$ cat src/rtl/utf8_stream_decoder_defines.svh
// Assertion macros shared by the UTF-8 stream decoder RTL.
// Expects clk_i and rst_ni in the scope of every use.
`ifndef UTF8_STREAM_DECODER_DEFINES_SVH
`define UTF8_STREAM_DECODER_DEFINES_SVH

// Property that must hold at every clock edge outside reset.
`define UTF8SD_ASSERT(lbl, prop, msg) \
  lbl: assert property (@(posedge clk_i) disable iff (!rst_ni) (prop)) else $error(msg);

// Implication checked in the cycle after the antecedent.
`define UTF8SD_ASSERT_NEXT(lbl, ante, cons, msg) \
  lbl: assert property (@(posedge clk_i) disable iff (!rst_ni) (ante) |=> (cons)) \
    else $error(msg);

`endif

$ cat src/rtl/utf8sd_pkg.sv
// Types, constants and decode functions of the UTF-8 stream decoder.
// No dependencies; used by every module of the block.
`timescale 1ns / 1ps

package utf8sd_pkg;

  typedef struct packed {
    logic [7:0] data_byte;
    logic       string_end;
  } beat_t;

  typedef struct packed {
    logic [23:0] char_val;
    logic        has_char;
    logic        end_of_text;
  } result_t;

  // Lead byte patterns
  localparam logic [7:0] LeadAsciiMask = 8'b1000_0000;
  localparam logic [7:0] Lead2Mask     = 8'b1110_0000;
  localparam logic [7:0] Lead2Val      = 8'b1100_0000;
  localparam logic [7:0] Lead3Mask     = 8'b1111_0000;
  localparam logic [7:0] Lead3Val      = 8'b1110_0000;
  localparam logic [7:0] Lead4Mask     = 8'b1111_1000;
  localparam logic [7:0] Lead4Val      = 8'b1111_0000;

  // Packed word patterns, oldest byte highest
  localparam logic [31:0] Word4Mask = 32'hf800_0000;
  localparam logic [31:0] Word4Val  = 32'hf000_0000;
  localparam logic [31:0] Word3Mask = 32'h00f0_0000;
  localparam logic [31:0] Word3Val  = 32'h00e0_0000;
  localparam logic [31:0] Word2Mask = 32'h0000_e000;
  localparam logic [31:0] Word2Val  = 32'h0000_c000;

  localparam logic [31:0] Lead4Bits = 32'h0700_0000;
  localparam logic [31:0] Lead3Bits = 32'h000f_0000;
  localparam logic [31:0] Lead2Bits = 32'h0000_1f00;
  localparam logic [31:0] ContBits2 = 32'h003f_0000;
  localparam logic [31:0] ContBits1 = 32'h0000_3f00;
  localparam logic [31:0] ContBits0 = 32'h0000_003f;

  // Continuation bytes still expected after a lead byte (0 for one-byte forms and for bytes that lead no sequence)
  function automatic logic [1:0] lead_follow(input logic [7:0] b);
    logic [1:0] n;
    n = 2'd0;
    if ((b & LeadAsciiMask) == 8'h00) begin
      n = 2'd0;
    end else if ((b & Lead2Mask) == Lead2Val) begin
      n = 2'd1;
    end else if ((b & Lead3Mask) == Lead3Val) begin
      n = 2'd2;
    end else if ((b & Lead4Mask) == Lead4Val) begin
      n = 2'd3;
    end
    return n;
  endfunction

  function automatic logic [31:0] decode_word(input logic [31:0] w);
    logic [31:0] v;
    if ((w & Word4Mask) == Word4Val) begin
      v = ((w & Lead4Bits) >> 6) | ((w & ContBits2) >> 4) |
          ((w & ContBits1) >> 2) | (w & ContBits0);
    end else if ((w & Word3Mask) == Word3Val) begin
      v = ((w & Lead3Bits) >> 4) | ((w & ContBits1) >> 2) | (w & ContBits0);
    end else if ((w & Word2Mask) == Word2Val) begin
      v = ((w & Lead2Bits) >> 2) | (w & ContBits0);
    end else begin
      v = w;
    end
    return v;
  endfunction

endpackage

$ cat src/rtl/utf8sd_byte_if.sv
// Byte channel into the UTF-8 stream decoder: valid/ready with one byte
// and its end-of-string flag per beat. No dependencies.
`timescale 1ns / 1ps

interface utf8sd_byte_if;
  logic       valid;
  logic       ready;
  logic [7:0] data_byte;
  logic       string_end;

  modport source (output valid, data_byte, string_end, input ready);
  modport sink   (input valid, data_byte, string_end, output ready);
endinterface

$ cat src/rtl/utf8sd_char_if.sv
// Result channel out of the UTF-8 stream decoder: valid/ready with one
// code point and its flags per beat. No dependencies.
`timescale 1ns / 1ps

interface utf8sd_char_if;
  logic        valid;
  logic        ready;
  logic [23:0] char_val;
  logic        has_char;
  logic        end_of_text;

  modport source (output valid, char_val, has_char, end_of_text, input ready);
  modport sink   (input valid, char_val, has_char, end_of_text, output ready);
endinterface

$ cat src/rtl/utf8_stream_decoder.sv
// UTF-8 stream decoder: one byte per beat in, at most one code point out.
// Input register, then result register; a held byte moves on when the result
// register is free or drains. Throughput: one byte per cycle unless the result
// stalls, set by the combinational decode between the two registers. A stalled
// result blocks input only once the input register is also full. Reset clears
// all valids and the sequence state (packed word, pending count, discard flag).
`timescale 1ns / 1ps
`include "utf8_stream_decoder_defines.svh"

module utf8_stream_decoder
  import utf8sd_pkg::*;
(
  input  logic          clk_i,
  input  logic          rst_ni,
  utf8sd_byte_if.sink   byte_i,
  utf8sd_char_if.source char_o
);

  beat_t   in_beat;
  beat_t   beat;
  logic    beat_vld;
  logic    adv;
  logic    res_vld;
  result_t res;

  assign in_beat = '{data_byte: byte_i.data_byte, string_end: byte_i.string_end};

  utf8sd_in_stage u_in_stage (
    .clk_i      (clk_i),
    .rst_ni     (rst_ni),
    .in_vld_i   (byte_i.valid),
    .in_beat_i  (in_beat),
    .in_rdy_o   (byte_i.ready),
    .beat_vld_o (beat_vld),
    .beat_o     (beat),
    .adv_i      (adv)
  );

  utf8sd_seq u_seq (
    .clk_i      (clk_i),
    .rst_ni     (rst_ni),
    .beat_vld_i (beat_vld),
    .beat_i     (beat),
    .adv_o      (adv),
    .res_vld_o  (res_vld),
    .res_o      (res),
    .res_rdy_i  (char_o.ready)
  );

  assign char_o.valid       = res_vld;
  assign char_o.char_val    = res.char_val;
  assign char_o.has_char    = res.has_char;
  assign char_o.end_of_text = res.end_of_text;

  `UTF8SD_ASSERT(a_marker_form,
    !(char_o.valid && !char_o.has_char) || (char_o.end_of_text && char_o.char_val == 24'd0),
    "end marker must be zero and end the text")
  `UTF8SD_ASSERT(a_char_nonzero,
    !(char_o.valid && char_o.has_char) || (char_o.char_val != 24'd0),
    "character result carries zero")
  `UTF8SD_ASSERT(a_full_blocks,
    !(beat_vld && char_o.valid && !char_o.ready) || !byte_i.ready,
    "input taken while both stages are stalled")
  `UTF8SD_ASSERT_NEXT(a_result_holds, char_o.valid && !char_o.ready,
    char_o.valid && $stable(res), "stalled result changed")

endmodule

$ cat src/rtl/utf8sd_in_stage.sv
// Input register of the UTF-8 stream decoder: holds one accepted beat
// until the sequencer consumes it. Depends on utf8sd_pkg.
`timescale 1ns / 1ps

module utf8sd_in_stage
  import utf8sd_pkg::*;
(
  input  logic  clk_i,
  input  logic  rst_ni,
  input  logic  in_vld_i,
  input  beat_t in_beat_i,
  output logic  in_rdy_o,
  output logic  beat_vld_o,
  output beat_t beat_o,
  input  logic  adv_i
);

  logic  vld_q, vld_d;
  beat_t beat_q;

  // Take a new beat whenever the held one is empty or leaves this cycle
  assign in_rdy_o = !vld_q || adv_i;

  always_comb begin
    vld_d = vld_q;
    if (in_rdy_o) begin
      vld_d = in_vld_i;
    end
  end

  always_ff @(posedge clk_i or negedge rst_ni) begin
    if (!rst_ni) begin
      vld_q <= 1'b0;
    end else begin
      vld_q <= vld_d;
    end
  end

  always_ff @(posedge clk_i) begin
    if (in_rdy_o && in_vld_i) begin
      beat_q <= in_beat_i;
    end
  end

  assign beat_vld_o = vld_q;
  assign beat_o     = beat_q;

endmodule

$ cat src/rtl/utf8sd_seq.sv
// Sequence state, word packing, decode and result register of the UTF-8
// stream decoder. Depends on utf8sd_pkg.
`timescale 1ns / 1ps

module utf8sd_seq
  import utf8sd_pkg::*;
(
  input  logic    clk_i,
  input  logic    rst_ni,
  input  logic    beat_vld_i,
  input  beat_t   beat_i,
  output logic    adv_o,
  output logic    res_vld_o,
  output result_t res_o,
  input  logic    res_rdy_i
);

  logic [31:0] word_q, word_d;
  logic [1:0]  left_q, left_d;
  logic        disc_q, disc_d;
  logic        res_vld_q, res_vld_d;
  result_t     res_q, res_d;

  logic        emit;
  logic [31:0] value;

  // Consume the held beat when the result register is free or drains now
  assign adv_o = beat_vld_i && (!res_vld_q || res_rdy_i);

  always_comb begin
    word_d = word_q;
    left_d = left_q;
    disc_d = disc_q;
    emit   = 1'b0;
    value  = 32'd0;
    res_d  = res_q;

    if (disc_q) begin
      if (beat_i.string_end) begin
        disc_d = 1'b0;
        word_d = 32'd0;
        left_d = 2'd0;
      end
    end else if (left_q == 2'd0) begin
      word_d = {24'd0, beat_i.data_byte};
      left_d = lead_follow(beat_i.data_byte);
      emit   = (left_d == 2'd0) || beat_i.string_end;
    end else begin
      word_d = {word_q[23:0], beat_i.data_byte};
      left_d = left_q - 2'd1;
      emit   = (left_d == 2'd0) || beat_i.string_end;
    end

    if (emit) begin
      value  = decode_word(word_d);
      word_d = 32'd0;
      left_d = 2'd0;
      if (value == 32'd0) begin
        res_d  = '{char_val: 24'd0, has_char: 1'b0, end_of_text: 1'b1};
        disc_d = !beat_i.string_end;
      end else begin
        res_d = '{char_val: value[23:0], has_char: 1'b1,
                  end_of_text: beat_i.string_end};
      end
    end
  end

  always_comb begin
    res_vld_d = res_vld_q && !res_rdy_i;
    if (adv_o) begin
      res_vld_d = emit;
    end
  end

  always_ff @(posedge clk_i or negedge rst_ni) begin
    if (!rst_ni) begin
      word_q    <= 32'd0;
      left_q    <= 2'd0;
      disc_q    <= 1'b0;
      res_vld_q <= 1'b0;
    end else begin
      res_vld_q <= res_vld_d;
      if (adv_o) begin
        word_q <= word_d;
        left_q <= left_d;
        disc_q <= disc_d;
      end
    end
  end

  always_ff @(posedge clk_i) begin
    if (adv_o && emit) begin
      res_q <= res_d;
    end
  end

  assign res_vld_o = res_vld_q;
  assign res_o     = res_q;

endmodule
$ cat src/flat_wrapper.sv
// flat-port wrapper written by rule: the top's interface ports become plain ports
module utf8_stream_decoder_flat import utf8sd_pkg::*;
  (clk_i, rst_ni, byte_i_valid, byte_i_data_byte, byte_i_string_end, byte_i_ready, char_o_valid, char_o_char_val, char_o_has_char, char_o_end_of_text, char_o_ready);
  utf8sd_byte_if byte_i_i ();
  utf8sd_char_if char_o_i ();
  input  logic clk_i;
  input  logic rst_ni;
  input wire logic [$bits(byte_i_i.valid)-1:0] byte_i_valid;
  input wire logic [$bits(byte_i_i.data_byte)-1:0] byte_i_data_byte;
  input wire logic [$bits(byte_i_i.string_end)-1:0] byte_i_string_end;
  output wire logic [$bits(byte_i_i.ready)-1:0] byte_i_ready;
  output wire logic [$bits(char_o_i.valid)-1:0] char_o_valid;
  output wire logic [$bits(char_o_i.char_val)-1:0] char_o_char_val;
  output wire logic [$bits(char_o_i.has_char)-1:0] char_o_has_char;
  output wire logic [$bits(char_o_i.end_of_text)-1:0] char_o_end_of_text;
  input wire logic [$bits(char_o_i.ready)-1:0] char_o_ready;
  assign byte_i_i.valid = byte_i_valid;
  assign byte_i_i.data_byte = byte_i_data_byte;
  assign byte_i_i.string_end = byte_i_string_end;
  assign byte_i_ready = byte_i_i.ready;
  assign char_o_valid = char_o_i.valid;
  assign char_o_char_val = char_o_i.char_val;
  assign char_o_has_char = char_o_i.has_char;
  assign char_o_end_of_text = char_o_i.end_of_text;
  assign char_o_i.ready = char_o_ready;
  utf8_stream_decoder u_core (.clk_i(clk_i), .rst_ni(rst_ni), .byte_i(byte_i_i), .char_o(char_o_i));
endmodule
$ cat config.mk
export PLATFORM = sky130hd
export DESIGN_NAME = utf8_stream_decoder_flat
export DESIGN_NICKNAME = d
export VERILOG_FILES = /design/src/rtl/utf8sd_pkg.sv /design/src/rtl/utf8sd_byte_if.sv /design/src/rtl/utf8sd_char_if.sv /design/src/rtl/utf8_stream_decoder.sv /design/src/rtl/utf8sd_in_stage.sv /design/src/rtl/utf8sd_seq.sv /design/src/flat_wrapper.sv
export VERILOG_INCLUDE_DIRS = /design/src /design/src/rtl
export SDC_FILE = /design/constraint.sdc
export NUM_CORES = 1
export LEC_CHECK = 0
export ABC_AREA = 0
export BUFFER_PORTS_ARGS = -buffer_cell sky130_fd_sc_hd__buf_4
export CORE_ASPECT_RATIO = 1.25
export CORE_MARGIN = 3
export CORE_UTILIZATION = 40
export CTS_CLUSTER_SIZE = 20
export DETAILED_ROUTE_END_ITERATION = 10
export PLACE_DENSITY = 0.59
export SLEW_MARGIN = 30
export SYNTH_ARGS = -nofsm -noshare
export SYNTH_HDL_FRONTEND = slang
export SYNTH_SLANG_ARGS = --single-unit
$ cat constraint.sdc
create_clock -name clk_i -period 2.9 [get_ports clk_i]
set_clock_uncertainty 0.1 [all_clocks]
set_input_delay 0.58 -clock clk_i [delete_from_list [all_inputs] [get_ports clk_i]]
set_output_delay 0.58 -clock clk_i [all_outputs]
set_load 0.05 [all_outputs]
Word level (Yosys, flattened, before mapping)

Cells that the tools add are included.

Register bits: 72
ROM bits: 0
Output and inout bits: 28
Memories: 0
Bits in latches: 0
RAM bits: 0

$mul: 0
Add/subtract/negate cells: 1
Shifts and indexed selects: 0
Mux-type cells: 26
Order comparisons: 0
Divide/modulo/power cells: 0
Reductions and logical operators: 19
Eq/ne operators: 7
Bitwise operators: 6

Operator list:

| kind                                                                | number |
|---|---|
| 32-bit two-way mux                                                  | 8 |
| 32-bit zero test                                                    | 1 |
| 2-bit two-way mux                                                   | 11 |
| 21-bit by 12-bit bitwise OR with 21-bit output                      | 1 |
| 21-bit by 18-bit bitwise OR with 21-bit output                      | 1 |
| 21-bit by 6-bit bitwise OR with 21-bit output                       | 1 |
| 16-bit by 12-bit bitwise OR with 16-bit output                      | 1 |
| 16-bit by 6-bit bitwise OR with 16-bit output                       | 1 |
| 11-bit by 6-bit bitwise OR with 11-bit output                       | 1 |
| 5-bit equality test (second input constant)                         | 2 |
| 4-bit equality test (second input constant)                         | 2 |
| 8-bit zero test                                                     | 1 |
| 1-bit two-way mux                                                   | 7 |
| 3-bit equality test (second input constant)                         | 2 |
| 2-bit zero test                                                     | 3 |
| 1-bit logical AND                                                   | 4 |
| 1-bit zero test                                                     | 4 |
| 1-bit logical OR                                                    | 4 |
| 2-bit AND reduction                                                 | 2 |
| 3-bit by 1-bit != test with 1-bit output (second input constant)    | 1 |
| 2-bit by 1-bit subtractor with 2-bit output (second input constant) | 1 |

Logic depth before layout (Yosys ltp)

Gate-level depths: netlist (run 1).

Depth in word-level cells: 15
Depth in mapped cells: 11
Mapped depth without buffers: 7

Cells and area by module

A second synthesis (run 1) with hierarchy kept.

Cells, all modules: 295
Area total of the unflattened synthesis: 3274.4 um^2

Modules (own cells, without submodules):

| module          | area each (um^2) | times used | sequential area each (um^2) | cells an instance |
|---|---|---|---|---|
| utf8sd_seq      | 2950.3           | 1          | 1681.6                      | 282 |
| utf8sd_in_stage | 324.1            | 1          | 295.3                       | 13 |

Worst setup path before layout (run 1)

No wires, ideal clock.

Kind: register -> register
Start: register u_core.u_seq.res_vld_q, in the netlist u_core.u_seq.res_vld_o
End: register u_core.u_seq.res_q, in the netlist u_core.u_seq.res_o[0] (enable)
Stages on the path, launching flop included: 5
Period minus slack after synthesis: 3.438 ns
Setup time: 0.442 ns
Path buffers: 1
Arrival time: 2.896 ns
Slack: -0.538 ns
Required time: 2.358 ns
Path through: dfrtp_1 nand2b_1 nand2_1 clkbuf_1 nor3_1

Word-level cells in the longest chain between the ends: 5

Ends and longest elaborated chain:

| item                                 | RTL line         | source |
|---|---|---|
| start: declaration                   | utf8sd_seq.sv:21 | `logic res_vld_q, res_vld_d;` |
| start signal: assignment             | utf8sd_seq.sv:82 | `res_vld_q <= res_vld_d;` |
| 1-bit zero test                      | utf8sd_seq.sv:28 | `assign adv_o = beat_vld_i && (!res_vld_q \|\| res_rdy_i);` |
| 1-bit logical OR                     | utf8sd_seq.sv:28 |  |
| 1-bit logical AND                    | utf8sd_seq.sv:28 |  |
| 1-bit logical AND                    | utf8sd_seq.sv:92 | `if (adv_o && emit) begin` |
| 2-bit AND reduction (no source line) | n/a              |  |
| end signal: assignment               | utf8sd_seq.sv:93 | `res_q <= res_d;` |
| end: declaration                     | utf8sd_seq.sv:22 | `result_t res_q, res_d;` |

Every way passes these cells.
A chain may end at the register's enable or synchronous reset.

Worst setup path in the final report (run 1)

Start: register u_core.u_seq.disc_q
End: register u_core.u_seq.res_q, in the netlist u_core.u_seq.res_o[1], data pin

Word-level cells in the longest chain between the ends: 8
Elaborated cells on any way between the ends: 16
Those cells by class: eq/ne (3); mux (6); bitwise (6); reduce/logical (1)

Ends and longest elaborated chain:

| item                                                                                | RTL line                           | source |
|---|---|---|
| start: declaration                                                                  | utf8sd_seq.sv:20                   | `logic disc_q, disc_d;` |
| start signal: assignment                                                            | utf8sd_seq.sv:86                   | `disc_q <= disc_d;` |
| 32-bit two-way mux (*)                                                              | utf8sd_seq.sv:38                   | `if (disc_q) begin` |
| 3-bit equality test (tied with other cells)                                         | utf8sd_pkg.sv:65                   | `end else if ((w & Word2Mask) == Word2Val) begin` |
| 32-bit two-way mux (tied with other cells)                                          | utf8sd_pkg.sv:65                   |  |
| 32-bit two-way mux or 21-bit by 6-bit bitwise OR with 21-bit output (tied branches) | utf8sd_pkg.sv:63, utf8sd_pkg.sv:62 |  |
| 32-bit two-way mux (*)                                                              | utf8sd_pkg.sv:60                   | `if ((w & Word4Mask) == Word4Val) begin` |
| 32-bit two-way mux (*)                                                              | utf8sd_seq.sv:54                   | `if (emit) begin` |
| 32-bit zero test (*)                                                                | utf8sd_seq.sv:58                   | `if (value == 32'd0) begin` |
| 2-bit two-way mux (*)                                                               | utf8sd_seq.sv:58                   |  |

Mark *: on every way between the ends. The rest lies on a longest branch, timed or not. The select of a mux whose other input is x is not followed.

==> results.cfg, run 1 <==
[grt]
grt_pass1_wl_mm = 14.2
grt_overflow = 0
grt_start_max_net_pins = 38
grt_pass1_vias = 2684
track_usage_pct = 19.9
antenna_found_initial = 0

[worst_setup_path]
cp.arrival_ns = 3.11
worstReg2RegStart = u_core.u_seq.disc_q
reg2reg_slack_ns = -0.21
criticalPathCategory = reg2reg
crit_fanout = 6
cp-start-kind = register
required_ns = 2.91
worstSetupEndpointType = register
r2r-end = u_core.u_seq.res_o[1]
reg2regPathDepth = 9

[synthesis]
synth_cell_types = 52
syn_area_per_cell_sq_um = 11.4
netlist.area_leader.share_pct = 30.8
synth_edf_count = 35
synth_cells = 299
yosys_warnings = 0
synth_top_area_cell = edfxtp_1
synth_area_leaders = edfxtp_1 (31%), dfrtp_1 (27%), o21ai_0 (5.4%), a22oi_1 (4.2%), nand2_1 (3.9%)
ys_seq_area_share_pct = 58.0
synth_area_sq_mm = 0.00341
synth.net_count = 312
async_reset_ff_share_pct = 51.4
synthFlopType = dfrtp_1
ys_ff_latch = 72

[floorplanning]
start_util_pct = 41.3
ios = 41
coreArea_sq_mm = 0.00824
die_w_microns = 88.5
std_cell_rows = 37
dieArea_sq_mm = 0.00967
die_h_microns = 109

[clock_network]
clock_latency_ns = 0.37
cts_tree = done
cts_buffer_depth = 2
cts.htree.levels = 3
cts_made_buffers = 9
clk_pin_slew_ns = 0.08
root_buffer = clkbuf_8
cts_sinks = 72

[detailed_routing]
wl_per_cell_microns = 17.6
drt_iter0_markers = 266
vias = 2799
drcViolationCount = 0
drt_wl_total_mm = 8.85
drtAntennaViolNets = 0
detail_route.first_pass.iterations = 4
avgViaCountPerCell = 5.58

[cells_and_area]
final_cell_mix = buf_4 (108), o21ai_0 (37), dfrtp_1 (37), nand2_1 (35), edfxtp_1 (35)
stdcell_area_sq_mm = 0.00448
fin_nets = 413
final_cells = 502
drive_gt1_share_pct = 35.1
fill_cells = 728
syn2layout_area_growth_pct = 31.6
antenna_cells = 0
final_common_cell = buf_4

[placement]
dpl_cell_area_sq_mm = 0.00425
place_ws_ns = -0.237
gp_congestion = 0.880
hpwl_mm = 6.48
dp.cells = 483
port_buffers = 40

[sta]
min_period_ns = 3.11
fin_hold_ws_ns = 0.0783
drv_slew = 0
tightest_slew_ns = 0.619
finalSetupViolations = 3
finalCritPeriodShare_pct = 107
max_freq_ghz = 0.322
rsz0062_at_grt = true
slew_headroom_pct = 58.6
setup_slack_ns = -0.205
hold_violations = 0
fin_tns_setup_ns = -0.349

[pwr]
p_leak_nw = 1.95
p_per_area_mw_per_mm2 = 515
ir_drop_v = 0.000339

[worst_hold_path]
worstHoldPathType = in2async

[status]
violations = negative setup slack
status = complete, but fails checks

[job]
drv_cap = 0
[metal layers]
metal / wire length [microns] / vias to the layer above / global-route usage, %
met4: 265 / 0 / 9.18
li1: - / 1334 / -
met3: 381 / 20 / 3.40
met1: 3940 / 1355 / 26.9
met5: 0 / - / 0
met2: 4260 / 90 / 31.1
[registers in the layout, indices dropped and copies added (netlist names)]
| name | flops |
|---|---|
| u_core.u_in_stage.beat_o | 9 |
| u_core.u_in_stage.beat_vld_o | 1 |
| u_core.u_seq.disc_q | 1 |
| u_core.u_seq.left_q | 2 |
| u_core.u_seq.res_o | 26 |
| u_core.u_seq.res_vld_o | 1 |
| u_core.u_seq.word_q | 32 |
[Yosys cell counts, types with 3 or more instances]
master     count
a21oi_1        8
nand3_1        4
inv_1         11
a32o_1         6
dfrtp_1       37
clkbuf_1      10
edfxtp_1      35
mux2i_1        8
buf_6          3
o22ai_1        5
nor2_1        15
a22oi_1       19
a22o_1         9
nand2b_1       4
nand2_1       35
a2bb2oi_1      3
o31ai_1        3
nand4_1        4
buf_4          3
o21ai_0       37
[worst max-delay path by stage]
| stage | from | endpoint | depth (start not counted) |
|---|---|---|---|
| CTS | u_core.u_seq.disc_q | u_core.u_seq.res_o[1] | 9 |
| detailed placement | u_core.u_in_stage.beat_o[0] | u_core.u_seq.res_o[1] | 8 |
| global route | u_core.u_seq.disc_q | u_core.u_seq.res_o[1] | 9 |
| floorplan | u_core.u_in_stage.beat_o[0] | u_core.u_seq.res_o[1] | 9 |
| global placement | u_core.u_seq.left_q[0] | u_core.u_seq.res_o[1] | 7 |
| finish | u_core.u_seq.disc_q | u_core.u_seq.res_o[1] | 9 |
[report_power, final]
group / leakage, nW / internal (mW) / switching (mW)
combinational: 1.01 / 0.0999 / 0.243
clock: 0.0913 / 0.397 / 0.408
sequential: 0.850 / 1.14 / 0.0246
[cell type report]
cell class	count	area [sq um]	area share [%]
flip-flops and latches	72	1980	44.1
multi-input cells	196	1320	29.4
repair buffers	110	833	18.6
clock buffers	9	124	2.76
well taps	97	121	2.71
clock inverters	7	70.1	1.56
inverters	11	41.3	0.921
[metrics by stage]
step | power [mW] | utilization, %
after floorplan | 1.39 | -
after global placement | 1.52 | 51.6
after detailed placement | 1.53 | 51.6
after CTS | 2.32 | 54.4
after global routing | 2.39 | 54.4
final | 2.31 | 54.4
[critical path, stage by stage (launching register included)]
cell      delay (ns)
dfrtp_1         0.40
and2b_2         0.23
buf_6           0.14
a32o_1          0.21
buf_4           0.14
nand4b_4        0.21
o21ai_4         0.21
mux2_4          0.32
or4_4           0.54
or3_1           0.35
[kinds of logic after synthesis]
family	Yosys count	share of synthesized area (%)
compound gates	106	22.5
simple gates	80	11.8
flops	72	58.0
mux	10	3.12
buf+inv	31	4.48
[timing repair]
item / CTS / global route
gates cloned: 0 / 0
hold buffers: 0 / 0
pin swaps: 1 / 0
setup endpoints to repair: 3 / 3
buffers inserted: 3 / 0
resized for setup: 5 / 1
Power figures use the tool's default switching activity.
==> inputs of run 2 (changes only) <==
--- a/config.mk
+++ b/config.mk
@@ -14,7 +14,9 @@
 export CTS_CLUSTER_SIZE = 20
 export DETAILED_ROUTE_END_ITERATION = 10
 export PLACE_DENSITY = 0.59
+export RECOVER_POWER = 50
 export SLEW_MARGIN = 30
 export SYNTH_ARGS = -nofsm -noshare
 export SYNTH_HDL_FRONTEND = slang
+export SYNTH_HIERARCHICAL = 1
 export SYNTH_SLANG_ARGS = --single-unit
==> run 2 against run 1 <==
Compared with the run above:
- the flow finishes with violations (max-capacitance violations, max-slew violations, negative setup slack)
- area after synthesis shrank 3.9%
- critical path depth unchanged
- critical endpoint is now u_core/u_seq/disc_q
- first-iteration DRC count fell by 18%
==> results.cfg, run 2 <==
[floorplanning]
dieArea_sq_mm = 0.00931
start_util_pct = 41.5
std_cell_rows = 36
die_w_microns = 86.9
coreArea_sq_mm = 0.00788
ios = 41
die_h_microns = 107

[synthesis]
synth_area_sq_mm = 0.00327
synth.net_count = 308
yosys_warnings = 6
syn_area_per_cell_sq_um = 11.1
synth_cell_types = 45
ys_ff_latch = 72
synth_edf_count = 35
ys_seq_area_share_pct = 60.4
synth_cells = 295
netlist.area_leader.share_pct = 32.1
async_reset_ff_share_pct = 51.4
synth_top_area_cell = edfxtp_1
synth_area_leaders = edfxtp_1 (32%), dfrtp_1 (28%), nand2_1 (5.0%), o21ai_0 (4.0%), a22oi_1 (3.7%)
synthFlopType = dfrtp_1
synth_common_cells = nand2_1 (44), dfrtp_1 (37), edfxtp_1 (35)
synth.most_common_cell = nand2_1

[pwr]
ir_drop_v = 0.000306
p_leak_nw = 1.75
p_per_area_mw_per_mm2 = 563

[worst_setup_path]
reg2regPathDepth = 9
max_stage_delay_ns = 0.54
cp.arrival_ns = 3.39
cp.depth = 9
required_ns = 3.07
crit_path_frequent_cell = or4b_4
critical-path-slowest-cell = or4b_4
crit_family = simple AND/OR/NAND/NOR gates
worstSetupEndpointType = register
cp-start-kind = register
crit_chain = and2b_2 > buf_6 > a32oi_2 > or4b_4 > o211ai_4 > mux2i_1 > or4_1 > or4b_4 > o41ai_2
criticalPathCategory = reg2reg
crit_fanout = 6
cp.buffers_inverters = 1
reg2reg_slack_ns = -0.32

[detailed_routing]
drt_iter0_markers = 218
drcViolationCount = 0
drt_wl_total_mm = 8.84
vias = 2792
detail_route.first_pass.iterations = 5
avgViaCountPerCell = 5.63
drtAntennaViolNets = 0
wl_per_cell_microns = 17.8

[worst_hold_path]
hold_depth = 1
worstHoldPathType = in2reg

[status]
status = complete, but fails checks
violations = max-capacitance violations, max-slew violations, negative setup slack

[placement]
dpl_cell_area_sq_mm = 0.00411
hpwl_mm = 6.31
port_buffers = 40
dp.cells = 475
place_ws_ns = -0.471
gp_congestion = 0.893

[grt]
grt_pass1_wl_mm = 14.1
grt_pass1_vias = 2733
grt_overflow = 0
antenna_found_initial = 0
grt_start_max_net_pins = 38
track_usage_pct = 20.1

[sta]
min_period_ns = 3.22
slew_headroom_pct = -43.6
max_freq_ghz = 0.311
finalSetupViolations = 3
rsz0062_at_grt = true
setup_slack_ns = -0.320
fin_tns_setup_ns = -0.852
finalCritPeriodShare_pct = 111
tightest_slew_ns = 2.15
hold_violations = 0
drv_slew = 38

[clock_network]
clock_latency_ns = 0.37
root_buffer = clkbuf_8
cts_buffer_depth = 2
cts_made_buffers = 9
postCtsHoldBufs = 0
cts_tree = done
cts_sinks = 72
clk_pin_slew_ns = 0.09
cts.htree.levels = 3

[cells_and_area]
regMostFlops = u_core/u_seq/word_q
drive_gt1_share_pct = 26.7
syn2layout_area_growth_pct = 29.4
final_common_cell = buf_4
antenna_cells = 0
final_cells = 496
largest_register_ffs = 32
fin_nets = 409
final_cell_mix = buf_4 (66), nand2_1 (44), dfrtp_1 (37), edfxtp_1 (35), clkbuf_1 (30)
stdcell_area_sq_mm = 0.00424
final_util_pct = 53.8

[job]
drv_cap = 1
==> run 2: changes by cell type after synthesis, moves of 4 or more <==
cell / change
a32o_1: -4
nand2_1: +9
a32oi_1: +7
nor2_1: -6
a21oi_1: +5
o21ai_0: -11
nor3_1: +4
o21ai_1: +12
==> run 2: layout make-up <==
class / instances / area (sq um)
clock buffers: 9 / 124
repair buffers: 108 / 706
flip-flops and latches: 72 / 1980
multi-input cells: 195 / 1210
inverters: 10 / 40.0
well taps: 95 / 119
clock inverters: 7 / 60.1
fillers: 726 / 3640
==> run 2: timing repair <==
action / in CTS / in global routing
pin swaps: 2 / 0
setup buffers: 6 / 0
resized for setup: 8 / 0
endpoints found under the setup margin: 3 / 3
cloned: 0 / 0
==> run 2: path summary, 6_finish.rpt <==
kind	to	from
setup / recovery	u_core/u_seq/disc_q	u_core/u_in_stage/beat_o[0]
hold / removal	u_core/u_in_stage/beat_o[4]	byte_i_data_byte[3]
setup reg to reg	u_core/u_seq/disc_q	u_core/u_in_stage/beat_o[0]
hold reg to reg	u_core/u_seq/word_q[24]	u_core/u_seq/word_q[24]
max in group asynchronous	u_core/u_seq/word_q[20]	rst_ni
min in group asynchronous	u_core/u_seq/word_q[1]	rst_ni
==> run 2: logic make-up after synthesis <==
| family | count (synthesis) | share of synthesized area (%) |
|---|---|---|
| AOI/OAI and AO/OA | 105 | 21.7 |
| and+or+nand+nor | 83 | 12.3 |
| DFF | 72 | 60.4 |
| buffers and inverters | 28 | 3.55 |
| muxes | 7 | 2.14 |
==> run 2: metal layers <==
| layer | GRT usage (%) | wire [microns] |
|---|---|---|
| met3 | 3.00 | 350 |
| met1 | 24.8 | 3670 |
| met2 | 33.6 | 4580 |
| met5 | 0 | 0 |
| met4 | 10.6 | 238 |
==> run 2: per-stage QoR <==
stage	power, mW	hold slack (ns)
6_report	2.38	0.304
5_1_grt	2.49	0.291
4_1_cts	2.47	0.0860
3_5_place_dp	1.70	0.382
3_3_place_gp	1.70	0.372
2_1_floorplan	1.53	0.184
==> run 2: where the power goes <==
group          total [mW]  switching, mW  internal [mW]  leakage (nW)
Combinational       0.429          0.344         0.0853         0.810
Clock               0.759          0.431          0.328        0.0935
Sequential           1.20         0.0325           1.16         0.850
Total                2.38          0.807           1.58          1.75
==> run 2: worst reg2reg max path: stages (launching register included) <==
cell and delay (ns):
edfxtp_1 0.35, and2b_2 0.27, buf_6 0.14, a32oi_2 0.16, or4b_4 0.53, o211ai_4 0.24, mux2i_1 0.10, or4_1 0.50
or4b_4 0.54, o41ai_2 0.20
